===== config.mk =====
export PLATFORM = sky130hd
export DESIGN_NAME = dgat_ctrl
export DESIGN_NICKNAME = d
export VERILOG_FILES = /design/src/rtl/core/dgat_pkg.sv /design/src/rtl/core/dgat_ctrl.sv
export SDC_FILE = /design/constraint.sdc
export NUM_CORES = 1
export LEC_CHECK = 0
export BUFFER_PORTS_ARGS = -buffer_cell sky130_fd_sc_hd__buf_2
export CORE_AREA = 2 2 39 41
export CTS_CLUSTER_DIAMETER = 80
export DETAILED_ROUTE_END_ITERATION = 10
export DIE_AREA = 0 0 41 43
export SYNTH_ARGS = -nofsm -noshare
export SYNTH_HDL_FRONTEND = slang
export SYNTH_SLANG_ARGS = --single-unit

===== constraint.sdc =====
create_clock -name clk -period 1.2 [get_ports clk]
set_input_delay 0.12 -clock clk [delete_from_list [all_inputs] [get_ports clk]]
set_output_delay 0.12 -clock clk [all_outputs]
set_load 0.01 [all_outputs]

===== src/rtl/core/dgat_pkg.sv =====
// shared types and constants for the dual-grid autotile table
// no dependencies; used by the top level, dgat_ctrl and dgat_datapath
`default_nettype none

package dgat_pkg;

    // command codes carried by a request transaction
    typedef enum logic [1:0] {
        CMD_SET_TILE    = 2'd0,
        CMD_READ_TILE   = 2'd1,
        CMD_UPDATE      = 2'd2,
        CMD_READ_SPRITE = 2'd3
    } cmd_t;

    // configuration register indexes
    localparam logic [1:0] REG_MAP_WIDTH    = 2'd0;
    localparam logic [1:0] REG_MAP_HEIGHT   = 2'd1;
    localparam logic [1:0] REG_SPRITE_TABLE = 2'd2;

    // configuration reset values
    localparam logic [6:0]  MAP_WIDTH_RESET    = 7'd64;
    localparam logic [6:0]  MAP_HEIGHT_RESET   = 7'd64;
    localparam logic [63:0] SPRITE_TABLE_RESET = 64'hAEB7_9F2C_6853_D140;

    // highest tile value a set command may write (dirt or grass)
    localparam logic [7:0] TILE_VALUE_MAX = 8'd1;

    // request payload
    typedef struct packed {
        cmd_t       command;
        logic [5:0] tile_x;
        logic [5:0] tile_y;
        logic [7:0] tile_value;
    } req_item_t;

    // response payload
    typedef struct packed {
        logic [3:0] read_value;
        logic       accepted;
    } rsp_item_t;

    // controller to datapath commands
    typedef struct packed {
        logic clear;   // clearing sweep step
        logic start;   // request transaction accepted this cycle
        logic finish;  // load the response register this cycle
    } ctrl_cmd_t;

    // datapath to controller status
    typedef struct packed {
        logic clear_last;  // last entry of the clearing sweep
    } dp_status_t;

endpackage

`default_nettype wire


===== src/rtl/core/dgat_ctrl.sv =====
// controller: clearing sweep, request/response handshake and sequencing
// depends on dgat_pkg
`default_nettype none

module dgat_ctrl (
    input  wire logic                   clk,
    input  wire logic                   rst_n,
    input  wire logic                   req_valid,
    output logic                        req_ready,
    output logic                        rsp_valid,
    input  wire logic                   rsp_ready,
    input  wire dgat_pkg::dp_status_t   status,
    output dgat_pkg::ctrl_cmd_t         cmd
);

    typedef enum logic [2:0] {
        ST_CLEAR = 3'b001,
        ST_IDLE  = 3'b010,
        ST_EXEC  = 3'b100
    } state_t;

    state_t state_reg;
    state_t state_next;
    logic   rsp_valid_reg;
    logic   rsp_valid_next;
    logic   slot_free;

    // response register can take a new transaction
    assign slot_free = !rsp_valid_reg || rsp_ready;

    // next state and commands
    always_comb
    begin
        state_next = state_reg;
        cmd        = '0;
        req_ready  = 1'b0;
        unique case (state_reg)
            ST_CLEAR:
            begin
                cmd.clear = 1'b1;
                if (status.clear_last)
                begin
                    state_next = ST_IDLE;
                end
            end
            ST_IDLE:
            begin
                req_ready = 1'b1;
                cmd.start = req_valid;
                if (req_valid)
                begin
                    state_next = ST_EXEC;
                end
            end
            ST_EXEC:
            begin
                cmd.finish = slot_free;
                if (slot_free)
                begin
                    state_next = ST_IDLE;
                end
            end
            default:
            begin
                state_next = ST_CLEAR;
            end
        endcase
    end

    // response valid flag
    always_comb
    begin
        rsp_valid_next = rsp_valid_reg;
        if (cmd.finish)
        begin
            rsp_valid_next = 1'b1;
        end
        else if (rsp_ready)
        begin
            rsp_valid_next = 1'b0;
        end
    end

    always_ff @(posedge clk or negedge rst_n)
    begin
        if (!rst_n)
        begin
            state_reg     <= ST_CLEAR;
            rsp_valid_reg <= 1'b0;
        end
        else
        begin
            state_reg     <= state_next;
            rsp_valid_reg <= rsp_valid_next;
        end
    end

    assign rsp_valid = rsp_valid_reg;

endmodule

`default_nettype wire


==> reports/results.tsv <==
stage	metric	value	unit
run_status	outcome	complete, but fails checks	
run_status	violations	setup timing	
timing	finalHoldViolCount	0	
final_layout	ff_latch_area	103	um2
final_layout	layout_commonest_cell	buf_2	
die	start_util	15.4	%
synth	ys_seq_elements	4	
worst_setup_path	ff2ff_path_depth	4	
hold_path	hold_path_end	state_reg[2]	
hold_path	hp-start	req_valid	
detailed_routing	postRouteWirelength	482	um
die	ios	10	
synth	synth_fp_nets	28	
final_layout	multi_input_area	123	um2
clock_network	clkSinkCount	4	
worst_setup_path	startpoint_type	flop	
placed_design	io_buffers	9	
clock_network	cts_max_path_buffers	2	
die	core-area	0.00138	mm2
global_route	grt_pass1_wl	786	um
timing	clock.fmax	754	MHz
detailed_routing	drc	0	
die	die_w	41	um
timing	worstMarginPinSlew	0.217	ns
clock_network	cts_tree	yes	
detailed_routing	via_count	218	
worst_setup_path	r2r_end	state_reg[1]	
die	die_area	0.00176	mm2
clock_network	cts_made_buffers	3	
worst_setup_path	required	1.08	ns
final_layout	area_growth_syn_to_layout	65.9	%
timing	final.setup.tns	-0.246	ns
worst_setup_path	r2r_start	state_reg[1]	
timing	slew_violations	0	
timing	setup_viol	3	
global_route	antenna_found_initial	0	
pwr	p_per_area	2220	mW/mm2
detailed_routing	antenna_left	0	
die	rows	14	
timing	rsz0062_at_grt	yes	
clock_network	clkTransAtPathRegs	0.03	ns
final_layout	layout.cells.non_filler	55	
placed_design	dpl.hpwl	359	um
job	drv_cap	0	
synth	syn_avg_cell_area	9.25	um2
synth	synthCells	23	
worst_setup_path	reg2reg_slack	0.13	ns
detailed_routing	dr.pass1.iters	2	
final_layout	num_antenna_cells	0	
worst_setup_path	cp-end-kind	output port	
pwr	ir_drop	0.461	mV
timing	slew_headroom	85.5	%
final_layout	layout-drive-gt1-share	56.4	%
pwr	p_leak	0.180	nW
die	die_y	43	um
timing	finalCriticalPeriod	1.33	ns
global_route	grt_util_all_layers	7.35	%
global_route	grt_overflow_total	0	
worst_setup_path	worstPathMaxFanout	4	
timing	fin_ws	-0.127	ns
clock_network	htreeDepth	1	
detailed_routing	drtIter0Drc	3	
final_layout	largest_reg_flops	3	
detailed_routing	vias_per_cell	3.96	
placed_design	placedCellCount	48	
global_route	grt_pass1_vias	193	
timing	period_share	111	%
final_layout	layout.nets	45	
detailed_routing	routedWlPerCell	8.76	um
worst_setup_path	critical_path_class	reg2out	
final_layout	n_fill_cell	159	
synth	yosysWarnings	0	
synth	synth.distinct_cells	16	
synth	synthesis.area	213	um2
hold_path	hp-class	in2reg	
worst_setup_path	arrival	1.21	ns
placed_design	gp_congestion	0.632	
timing	fin_skew	0.0153	ns
clock_network	insertion_delay	0.25	ns
global_route	grt_max_degree	7	
hold_path	whs_path_depth	3	
clock_network	cts-root-buf	clkbuf_4	
synth	ys_seq_area_share	47.6	%
final_layout	layout_common_cells	buf_2 (9), clkbuf_4 (3), buf_4 (3)	
-- through the flow --
| step | instance area, um2 | util [%] | total power, mW | worst slack [ns] | hold slack [ns] |
|---|---|---|---|---|---|
| 6_report | 353 | 25.5 | 0.783 | -0.127 | 0.171 |
| 4_1_cts | 323 | 23.3 | 0.695 | -0.153 | 0.170 |
| 3_3_place_gp | 278 | 20.1 | 0.477 | 0.0725 | -0.0738 |
| 5_1_grt | 353 | 25.5 | 0.848 | -0.171 | 0.176 |
| 2_1_floorplan | 213 | - | 0.381 | 0.158 | -0.176 |
| 3_5_place_dp | 278 | 20.1 | 0.473 | 0.0677 | -0.0706 |
-- cells by family after synthesis --
kind of cell	count (synthesis)	share of synthesized area (%)
AO/OA/AOI/OAI	4	11.2
AND/OR/NAND/NOR	13	35.9
flip-flops	4	47.6
buffers and inverters	2	5.29
-- cell type report --
type,count,share of cell area [%]
multi-input combinational,17,34.8
sequential,4,29.1
timing repair buffer,13,22.0
inverter,1,1.06
clock buffer,4,7.45
tap,16,5.67
-- worst max path at each step --
stage	start	to	slack, ns	cells past startpoint
after detailed placement	state_reg[0]	cmd[1]	0.07	4
after CTS	state_reg[0]	cmd[1]	-0.15	4
after global placement	state_reg[0]	cmd[1]	0.07	4
after global routing	state_reg[0]	cmd[1]	-0.17	4
final	state_reg[0]	cmd[1]	-0.13	4
after floorplan	state_reg[0]	cmd[1]	0.16	3
-- repair_timing --
action | CTS | global route
setup buffers | 0 | 2
resized for setup | 2 | 4
setup endpoints to repair | 4 | 4
pin swaps | 1 | 1
hold buffers | 1 | 0
hold endpoints to repair | 4 | 0
-- worst max-delay path, stage by stage (launching register included) --
cell      delay [ns]
dfstp_2         0.55
nand2b_4        0.13
nor2_2          0.04
and2_1          0.13
buf_2           0.13
-- routing by layer --
metal / vias to the layer above / global-route usage [%] / routed length [um]
li1: 110 / - / -
met1: 100 / 8.44 / 197
met2: 6 / 9.06 / 251
met3: 2 / 3.14 / 14
met4: 0 / 8.00 / 18
met5: - / 0 / 0
-- power by group --
part | leakage, nW | internal (mW) | switching, mW
clock | 0.0150 | 0.125 | 0.0637
combinational | 0.115 | 0.192 | 0.139
sequential | 0.0497 | 0.193 | 0.0694
-- Yosys cell counts --
master     number  share of area (%)
buf_4           1                3.5
a21oi_1         1                2.4
nand3_1         2                4.7
and2b_1         1                3.5
nand2_1         1                1.8
nand2b_1        2                5.9
o21ai_1         2                4.7
nor2_2          1                2.9
nand3b_1        2                7.1
dfstp_2         1                 12
nor2_1          2                3.5
o2bb2ai_1       1                4.1
dfrtp_1         3                 35
and2_1          1                2.9
nor3b_1         1                3.5
inv_1           1                1.8
No activity file was read; power rests on OpenSTA's default activity.
